### config.mk
export PLATFORM = sky130hd
export DESIGN_NAME = tick_delay_release_queue
export DESIGN_NICKNAME = d
export VERILOG_FILES = /design/src/hdl/tdrq_pkg.sv /design/src/hdl/tdrq_front.sv /design/src/hdl/tdrq_back.sv /design/src/hdl/tick_delay_release_queue.sv
export SDC_FILE = /design/constraint.sdc
export NUM_CORES = 2
export LEC_CHECK = 0
export BUFFER_PORTS_ARGS = -buffer_cell sky130_fd_sc_hd__buf_4
export CAP_MARGIN = 20
export CORE_MARGIN = 1
export CORE_UTILIZATION = 55
export DETAILED_ROUTE_END_ITERATION = 8
export PLACE_DENSITY = 0.74
export SLEW_MARGIN = 20
export SYNTH_ARGS = -nofsm -noshare
export SYNTH_HDL_FRONTEND = slang
export SYNTH_HIERARCHICAL = 1
export SYNTH_SLANG_ARGS = --single-unit
### constraint.sdc
create_clock -name aclk -period 10.74 [get_ports aclk]
set_input_delay 1.074 -clock aclk [delete_from_list [all_inputs] [get_ports aclk]]
set_output_delay 1.074 -clock aclk [all_outputs]
set_load 0.05 [all_outputs]
### src/hdl/tdrq_pkg.sv
`default_nettype none

package tdrq_pkg;

    // Slot field width and the number of slots it can address.
    localparam int SLOT_W        = 4;
    localparam int SLOT_LIMIT    = 16;
    localparam int DEF_MAX_TASKS = 16;
    localparam int TIME_W        = 32;

    localparam logic [TIME_W-1:0] NO_WAKE = '1;

    // Request kinds carried on the input tuser bit.
    localparam logic REQ_TICK  = 1'b0;
    localparam logic REQ_DELAY = 1'b1;

    // Stream data widths, padded to whole bytes.
    localparam int DATA_W = ((SLOT_W + TIME_W + 7) / 8) * 8;

    typedef struct packed {
        logic                req_type;
        logic [SLOT_W-1:0]   task_slot;
        logic [TIME_W-1:0]   delay_ticks;
    } item_t;

endpackage

`default_nettype wire

### src/hdl/tdrq_front.sv
`default_nettype none

module tdrq_front
    import tdrq_pkg::*;
(
    input  wire logic  aclk,
    input  wire logic  aresetn,
    input  wire logic  in_valid,
    output logic       in_ready,
    input  wire item_t in_item,
    output logic       q_valid,
    output item_t      q_item,
    input  wire logic  q_pop
);

    // Two-entry queue that decouples the stream input from the engine.
    item_t       mem_reg [2];
    logic        wptr_reg, wptr_next;
    logic        rptr_reg, rptr_next;
    logic [1:0]  cnt_reg, cnt_next;
    logic        push;
    logic        pop;

    assign in_ready = (cnt_reg != 2'd2);
    assign q_valid  = (cnt_reg != 2'd0);
    assign q_item   = mem_reg[rptr_reg];
    assign push     = in_valid && in_ready;
    assign pop      = q_pop && q_valid;

    always_comb begin
        wptr_next = push ? ~wptr_reg : wptr_reg;
        rptr_next = pop ? ~rptr_reg : rptr_reg;
        cnt_next  = cnt_reg + 2'(push) - 2'(pop);
    end

    always_ff @(posedge aclk) begin
        if (!aresetn) begin
            wptr_reg <= 1'b0;
            rptr_reg <= 1'b0;
            cnt_reg  <= 2'd0;
        end else begin
            wptr_reg <= wptr_next;
            rptr_reg <= rptr_next;
            cnt_reg  <= cnt_next;
        end
    end

    always_ff @(posedge aclk) begin
        if (push) begin
            mem_reg[wptr_reg] <= in_item;
        end
    end

endmodule

`default_nettype wire

### src/hdl/tdrq_back.sv
`default_nettype none

module tdrq_back
    import tdrq_pkg::*;
#(
    parameter int MAX_TASKS = DEF_MAX_TASKS
)(
    input  wire logic               aclk,
    input  wire logic               aresetn,
    input  wire logic               q_valid,
    input  wire item_t              q_item,
    output logic                    q_pop,
    output logic                    out_valid,
    input  wire logic               out_ready,
    output logic [SLOT_W-1:0]       out_task,
    output logic [TIME_W-1:0]       out_wake,
    output logic                    out_last
);

    localparam int NSLOT = (MAX_TASKS < SLOT_LIMIT) ? MAX_TASKS : SLOT_LIMIT;
    localparam int IW    = $clog2(NSLOT);
    localparam logic [IW-1:0] LAST_IDX = IW'(NSLOT - 1);

    typedef enum logic [2:0] {
        ST_IDLE   = 3'b001,
        ST_SCAN   = 3'b010,
        ST_DECIDE = 3'b100
    } state_t;

    state_t               state_reg, state_next;
    logic                 wrap_scan_reg, wrap_scan_next;
    logic [TIME_W-1:0]    cnt_reg, cnt_next;
    logic [TIME_W-1:0]    earliest_reg, earliest_next;
    logic                 bank_reg, bank_next;
    logic [TIME_W-1:0]    ic_reg, ic_next;
    logic [NSLOT-1:0]     waiting_reg;

    logic [TIME_W-1:0]    wake_reg  [NSLOT];
    logic                 ebank_reg [NSLOT];
    logic [TIME_W-1:0]    order_reg [NSLOT];

    logic [IW-1:0]        idx_reg, idx_next;
    logic                 found_reg, found_next;
    logic [IW-1:0]        bidx_reg, bidx_next;
    logic [TIME_W-1:0]    bwake_reg, bwake_next;
    logic [TIME_W-1:0]    bage_reg, bage_next;

    logic                 pend_valid_reg, pend_valid_next;
    logic [IW-1:0]        pend_idx_reg, pend_idx_next;
    logic [TIME_W-1:0]    pend_wake_reg, pend_wake_next;

    logic                 out_valid_reg;
    logic [SLOT_W-1:0]    out_task_reg;
    logic [TIME_W-1:0]    out_wake_reg;
    logic                 out_last_reg;

    logic                 push;
    logic                 push_last;
    logic                 out_free;
    logic                 wr_en;
    logic                 clr_en;
    logic [IW-1:0]        wr_idx;
    logic                 wr_bank;
    logic [TIME_W-1:0]    new_wake;
    logic                 slot_ok;
    logic                 cand;
    logic [TIME_W-1:0]    cand_age;
    logic                 better;
    logic [TIME_W-1:0]    new_earliest;

    assign out_valid = out_valid_reg;
    assign out_task  = out_task_reg;
    assign out_wake  = out_wake_reg;
    assign out_last  = out_last_reg;
    assign out_free  = !out_valid_reg || out_ready;

    assign new_wake = cnt_reg + q_item.delay_ticks;
    assign slot_ok  = ({{(TIME_W-SLOT_W){1'b0}}, q_item.task_slot} < TIME_W'(NSLOT));
    assign wr_idx   = q_item.task_slot[IW-1:0];
    assign wr_bank  = (new_wake < cnt_reg) ? ~bank_reg : bank_reg;

    assign cand     = waiting_reg[idx_reg] && (ebank_reg[idx_reg] == bank_reg);
    assign cand_age = ic_reg - order_reg[idx_reg];
    assign better   = !found_reg || (wake_reg[idx_reg] < bwake_reg)
                      || ((wake_reg[idx_reg] == bwake_reg) && (cand_age > bage_reg));
    assign new_earliest = found_reg ? bwake_reg : NO_WAKE;

    always_comb begin
        state_next      = state_reg;
        wrap_scan_next  = wrap_scan_reg;
        cnt_next        = cnt_reg;
        earliest_next   = earliest_reg;
        bank_next       = bank_reg;
        ic_next         = ic_reg;
        idx_next        = idx_reg;
        found_next      = found_reg;
        bidx_next       = bidx_reg;
        bwake_next      = bwake_reg;
        bage_next       = bage_reg;
        pend_valid_next = pend_valid_reg;
        pend_idx_next   = pend_idx_reg;
        pend_wake_next  = pend_wake_reg;
        q_pop           = 1'b0;
        push            = 1'b0;
        push_last       = 1'b0;
        wr_en           = 1'b0;
        clr_en          = 1'b0;

        case (state_reg)
            ST_IDLE: begin
                if (q_valid) begin
                    q_pop = 1'b1;
                    if (q_item.req_type == REQ_DELAY) begin
                        if (slot_ok) begin
                            wr_en   = 1'b1;
                            ic_next = ic_reg + 1'b1;
                            if (!(new_wake < cnt_reg) && (new_wake < earliest_reg)) begin
                                earliest_next = new_wake;
                            end
                        end
                    end else begin
                        cnt_next = cnt_reg + 1'b1;
                        if (cnt_next == '0) begin
                            bank_next      = ~bank_reg;
                            wrap_scan_next = 1'b1;
                            state_next     = ST_SCAN;
                            idx_next       = '0;
                            found_next     = 1'b0;
                        end else if (cnt_next >= earliest_reg) begin
                            wrap_scan_next = 1'b0;
                            state_next     = ST_SCAN;
                            idx_next       = '0;
                            found_next     = 1'b0;
                        end
                    end
                end
            end
            ST_SCAN: begin
                if (cand && better) begin
                    found_next = 1'b1;
                    bidx_next  = idx_reg;
                    bwake_next = wake_reg[idx_reg];
                    bage_next  = cand_age;
                end
                if (idx_reg == LAST_IDX) begin
                    state_next = ST_DECIDE;
                end else begin
                    idx_next = idx_reg + 1'b1;
                end
            end
            ST_DECIDE: begin
                if (wrap_scan_reg) begin
                    earliest_next = new_earliest;
                    if (cnt_reg >= new_earliest) begin
                        wrap_scan_next = 1'b0;
                        state_next     = ST_SCAN;
                        idx_next       = '0;
                        found_next     = 1'b0;
                    end else begin
                        state_next = ST_IDLE;
                    end
                end else if (found_reg && (cnt_reg >= bwake_reg)) begin
                    if (!pend_valid_reg || out_free) begin
                        push            = pend_valid_reg;
                        clr_en          = 1'b1;
                        pend_valid_next = 1'b1;
                        pend_idx_next   = bidx_reg;
                        pend_wake_next  = bwake_reg;
                        state_next      = ST_SCAN;
                        idx_next        = '0;
                        found_next      = 1'b0;
                    end
                end else begin
                    earliest_next = new_earliest;
                    if (!pend_valid_reg) begin
                        state_next = ST_IDLE;
                    end else if (out_free) begin
                        push            = 1'b1;
                        push_last       = 1'b1;
                        pend_valid_next = 1'b0;
                        state_next      = ST_IDLE;
                    end
                end
            end
            default: begin
                state_next = ST_IDLE;
            end
        endcase
    end

    always_ff @(posedge aclk) begin
        if (!aresetn) begin
            state_reg      <= ST_IDLE;
            wrap_scan_reg  <= 1'b0;
            cnt_reg        <= '0;
            earliest_reg   <= NO_WAKE;
            bank_reg       <= 1'b0;
            ic_reg         <= '0;
            waiting_reg    <= '0;
            idx_reg        <= '0;
            found_reg      <= 1'b0;
            pend_valid_reg <= 1'b0;
            out_valid_reg  <= 1'b0;
        end else begin
            state_reg      <= state_next;
            wrap_scan_reg  <= wrap_scan_next;
            cnt_reg        <= cnt_next;
            earliest_reg   <= earliest_next;
            bank_reg       <= bank_next;
            ic_reg         <= ic_next;
            idx_reg        <= idx_next;
            found_reg      <= found_next;
            pend_valid_reg <= pend_valid_next;
            if (wr_en) begin
                waiting_reg[wr_idx] <= 1'b1;
            end
            if (clr_en) begin
                waiting_reg[bidx_reg] <= 1'b0;
            end
            if (push) begin
                out_valid_reg <= 1'b1;
            end else if (out_ready) begin
                out_valid_reg <= 1'b0;
            end
        end
    end

    always_ff @(posedge aclk) begin
        bidx_reg      <= bidx_next;
        bwake_reg     <= bwake_next;
        bage_reg      <= bage_next;
        pend_idx_reg  <= pend_idx_next;
        pend_wake_reg <= pend_wake_next;
        if (wr_en) begin
            wake_reg[wr_idx]  <= new_wake;
            ebank_reg[wr_idx] <= wr_bank;
            order_reg[wr_idx] <= ic_reg;
        end
        if (push) begin
            out_task_reg <= SLOT_W'(pend_idx_reg);
            out_wake_reg <= pend_wake_reg;
            out_last_reg <= push_last;
        end
    end

endmodule

`default_nettype wire

### src/hdl/tick_delay_release_queue.sv
// Kernel tick delay manager.
// The input stream carries one request per word: s_tuser is the request kind
// (0 = one kernel tick, 1 = delay request), and s_tdata holds the task slot and
// the delay in ticks. A delay request stores the task's wake time, the tick
// count plus the delay with 32-bit wrap, and produces no output word.
// A tick advances the count and releases every due task of the current bank
// as one output word each, in wake-time order with ties in insertion order.
// m_tlast marks the final release of a tick.
// Requests pass through a two-word queue, so the input keeps accepting while
// the engine works. A delay request for a slot at or past MAX_TASKS is dropped.
// Each scan of the task table visits one entry per cycle over MAX_TASKS entries,
// capped at 16, and then decides; a tick that reaches the earliest wake time
// runs one scan per released task plus one closing scan, with one more scan on
// a count wrap. The sequential table scan sets the rate.
// After reset the count is zero, no task waits and the queue is empty.
// When the receiver stalls, the held release waits in the output register and
// the engine pauses; the input queue fills and then drops s_tready.
`default_nettype none

module tick_delay_release_queue
    import tdrq_pkg::*;
#(
    parameter int MAX_TASKS = DEF_MAX_TASKS
)(
    input  wire logic              aclk,
    input  wire logic              aresetn,
    input  wire logic              s_tvalid,
    output logic                   s_tready,
    // [3:0] task_slot, [35:4] delay_ticks, [39:36] zero
    input  wire logic [DATA_W-1:0] s_tdata,
    // [0] req_type
    input  wire logic              s_tuser,
    output logic                   m_tvalid,
    input  wire logic              m_tready,
    // [3:0] released_task, [35:4] released_wake_time, [39:36] zero
    output logic [DATA_W-1:0]      m_tdata,
    output logic                   m_tlast
);

    item_t              in_item;
    item_t              q_item;
    logic               q_valid;
    logic               q_pop;
    logic [SLOT_W-1:0]  out_task;
    logic [TIME_W-1:0]  out_wake;

    // Unpack the input word into one request.
    assign in_item.req_type    = s_tuser;
    assign in_item.task_slot   = s_tdata[SLOT_W-1:0];
    assign in_item.delay_ticks = s_tdata[SLOT_W+TIME_W-1:SLOT_W];

    tdrq_front u_front (
        .aclk     (aclk),
        .aresetn  (aresetn),
        .in_valid (s_tvalid),
        .in_ready (s_tready),
        .in_item  (in_item),
        .q_valid  (q_valid),
        .q_item   (q_item),
        .q_pop    (q_pop)
    );

    tdrq_back #(
        .MAX_TASKS (MAX_TASKS)
    ) u_back (
        .aclk      (aclk),
        .aresetn   (aresetn),
        .q_valid   (q_valid),
        .q_item    (q_item),
        .q_pop     (q_pop),
        .out_valid (m_tvalid),
        .out_ready (m_tready),
        .out_task  (out_task),
        .out_wake  (out_wake),
        .out_last  (m_tlast)
    );

    // Pack the release into the output word, padding with zeros.
    assign m_tdata = {{(DATA_W-SLOT_W-TIME_W){1'b0}}, out_wake, out_task};

endmodule

`default_nettype wire
==> results by group <==
Synth
  – Number of flops mapped to enable cells by yosys: about 1300
  – Post-Synth Adder-Cell Area: roughly 6.0%
  – Post-synthesis instance area: 61000 um^2
  – XOR/XNOR share of the synthesized area: 2.02%
  – Ys Warns: 6
  – Cell variety after synth: 91
  – Post-Synth Simple-Gate Area: ~5.1%
  – Post-synthesis compound-gate area fraction: 5.53%
  – Fraction of registers with async set/reset: 0%
  – Syn_area_per_cell: 16.9 um^2
  – Largest family of logic cells by synthesized area: multiplexers
  – Seq/Total Area, Yosys: 66.1%
  – Most used DFF post-synth: edfxtp_1
  – Synth Instances: 3618
  – Post-synthesis mux area share: between 10% and 20%
  – Seq cells post-synth: roughly 1400

Floorplan
  – Core area: approximately 110000 um^2
  – Chip width: between 300 and 400 um
  – FP Rows: 121
  – Die area: 112000 um^2
  – Initial core utilization: 55.7%
  – # IOs: 88
  – Die Y: ~340 um

Timing
  – Worst Clk Skew: 0.0254 ns
  – Slew Limit Fails: 0
  – Slew HR: approximately a quarter
  – FMAX: 116 MHz
  – Final Hold Viols: 0
  – Setup TNS: 0 ns
  – Fin crit period: 8.65 ns
  – Setup violators final: 0
  – Measured slew at the worst slew-check pin: 1.11 ns
  – Fin crit share: 80.5%
  – Minimum hold slack: 0.415 ns
  – RSZ-0062 raised after global routing: no

Power
  – Peak supply drop: between 0.15 and 0.2 mV
  – Leak pwr: roughly 24 nW
  – Pwr dens: 190 nW/um^2

Detailed routing
  – Antenna Nets Post-Route: 0
  – Vias post-DR: between 30000 and 40000
  – Vias per cell: 6.28
  – Drt initial violations: about 3700
  – DR pass1 iterations: 6
  – DRT Wirelength: 143000 um
  – DRC errors left: 0
  – Avg WL per Cell: about 27 um

Placed design
  – Inst Count DP: between 5000 and 6000
  – Port Buf Inserts: 79
  – DP HPWL: 86000 um
  – Routability cong.: 0.878

Setup path
  – CP arrival: 9.05 ns
  – CP required: 11.14 ns
  – Crit end category: flop
  – Startpoint types: flop
  – Setup CP Type: flop to flop
  – Worst Path Max Fanout: about 50

Clock tree
  – CTS buffer count: between 100 and 150
  – Clk Latency, worst-skew pair: 0.75 ns
  – CTS tree: built
  – # Post-CTS Setup Buffers: 0
  – CTS resizes: 0
  – Clock tree buffer depth: 3
  – Clock root cell: clkbuf_16
  – H-tree levels: 4
  – Count of clock tree sinks: 1388
  – Clock transition at path regs: 0.06 ns
  – Hold buffer count at cts: 0

Finish
  – Antenna cells: 0
  – Area growth syn-to-layout: 12.2%
  – Layout cells sized above 1: between 20% and 30%
  – Cell Count, Final, Fillers Out: 5387
  – Layout net count: 4130
  – Commonest non-fill, non-tap cell in the layout: edfxtp_1
  – Most frequent cells in the layout: edfxtp_1 (1255), mux4_2 (330), ha_1 (288)
  – Fillers: 7519

Outcome
  – Status: complete, no violations

Flow run
  – # Max-Cap Violations: 0

Hold path
  – Worst min path class: flop to flop

Global route
  – GRT Util Overall: 25.8%
  – First-pass GRT wire length: 212000 um
  – Initial antenna violation count: 1
  – Total grt overflow: 0
  – Number of global-route vias before repair: 33300
  – Largest net degree at the start of global routing: 139
-- where the power goes --
part,leakage [nW],total (mW),switching [mW],internal [mW]
Sequential,12.5,6.46,0.0828,6.38
Clock,2.24,4.92,2.04,2.88
Combinational,8.96,1.60,1.07,0.526
-- path summary, 6_finish.rpt --
check	start	to	slack (ns)	depth (start not counted)
setup reg to reg	flop	u_back/bage_reg[26]$_DFFE_PP_	2.09	22
setup / recovery	flop	u_back/bage_reg[26]$_DFFE_PP_	2.09	22
hold / removal	u_back/pend_wake_reg[0]$_DFFE_PP_	u_back/out_wake[0]$_DFFE_PP_	0.41	0
hold reg to reg	u_back/pend_wake_reg[0]$_DFFE_PP_	u_back/out_wake[0]$_DFFE_PP_	0.41	0
-- logic make-up after synthesis --
family,Yosys count
AO/OA/AOI/OAI,510
XOR/XNOR,141
adder cells (fa/ha/maj),290
buffers and inverters,313
flip-flops,1388
multiplexers,370
other,1
AND/OR/NAND/NOR,605
-- cells in the mapped netlist, drive strengths merged, types with 5 or more instances --
library cell / count / area, um^2
edfxtp: 1255 / 37700
mux4: 330 / 7430
ha: 288 / 3600
inv: 181 / 679
nor2: 173 / 649
dfxtp: 133 / 2660
a21oi: 128 / 641
xnor2: 106 / 928
nand2: 103 / 387
o21ai: 98 / 490
clkbuf: 77 / 299
a21o: 76 / 571
nand3: 63 / 320
nand4: 63 / 437
buf: 53 / 313
nor3: 43 / 215
o211ai: 40 / 300
a211oi: 39 / 313
mux2: 37 / 529
xor2: 35 / 307
a31oi: 28 / 175
nor2b: 27 / 169
and3: 25 / 169
or3: 24 / 153
nand2b: 22 / 140
o21a: 15 / 113
and4: 14 / 126
nor4: 14 / 87.6
o21bai: 14 / 105
and2: 13 / 83.8
a2111oi: 8 / 88.8
a311oi: 6 / 52.6
o31a: 6 / 52.6
o31ai: 6 / 45.0
or2: 6 / 37.5
a221oi: 5 / 50.0
o311ai: 5 / 43.8
-- layer usage --
metal | part of all wire, % | track usage (%)
met3 | 8.3 | 5.24
met5 | 0 | 0
met1 | 42 | 36.4
met2 | 47 | 40.5
met4 | 2.7 | 8.24
-- per-stage QoR --
stage / total power, mW / util, % / worst slack, ns / area [um^2]
after global placement: 8.07 / 58.2 / 2.31 / 63700
after floorplan: 7.57 / - / 0.0213 / 61000
after global routing: 13.4 / 62.5 / 1.61 / 68500
final: 13.0 / 62.5 / 2.09 / 68500
after CTS: 13.0 / 62.5 / 2.13 / 68400
after detailed placement: 8.14 / 58.3 / 2.20 / 63800
-- critical path, cell delays in order (launching register included) --
cell and delay (ns):
dfxtp_4 0.83, buf_4 0.38, mux4_2 0.54, mux4_2 0.54
ha_1 0.24, fa_1 0.41, nor2b_1 0.20, o31a_1 0.19
nor2_1 0.08, o21a_1 0.26, o21ai_0 0.45, a21oi_1 0.30
o21a_1 0.28, o211ai_1 0.17, or4b_2 0.63, ha_1 0.32
nand4_1 0.13, or3_1 0.41, nor2_1 0.15, a21oi_1 0.09
a2111o_1 0.50, a31oi_4 0.71, buf_12 0.35
-- final cells by class --
cell class                 count  area [um^2]  area share [%]
clock inverter                73          892            1.30
tap                         1476         1850            2.70
timing repair buffer         164         1330            1.94
inverter                     182          683           0.998
clock buffer                 184         3730            5.45
multi-input combinational   1920        19600            28.6
sequential                  1388        40400            59.0
Power figures use the tool's default switching activity.
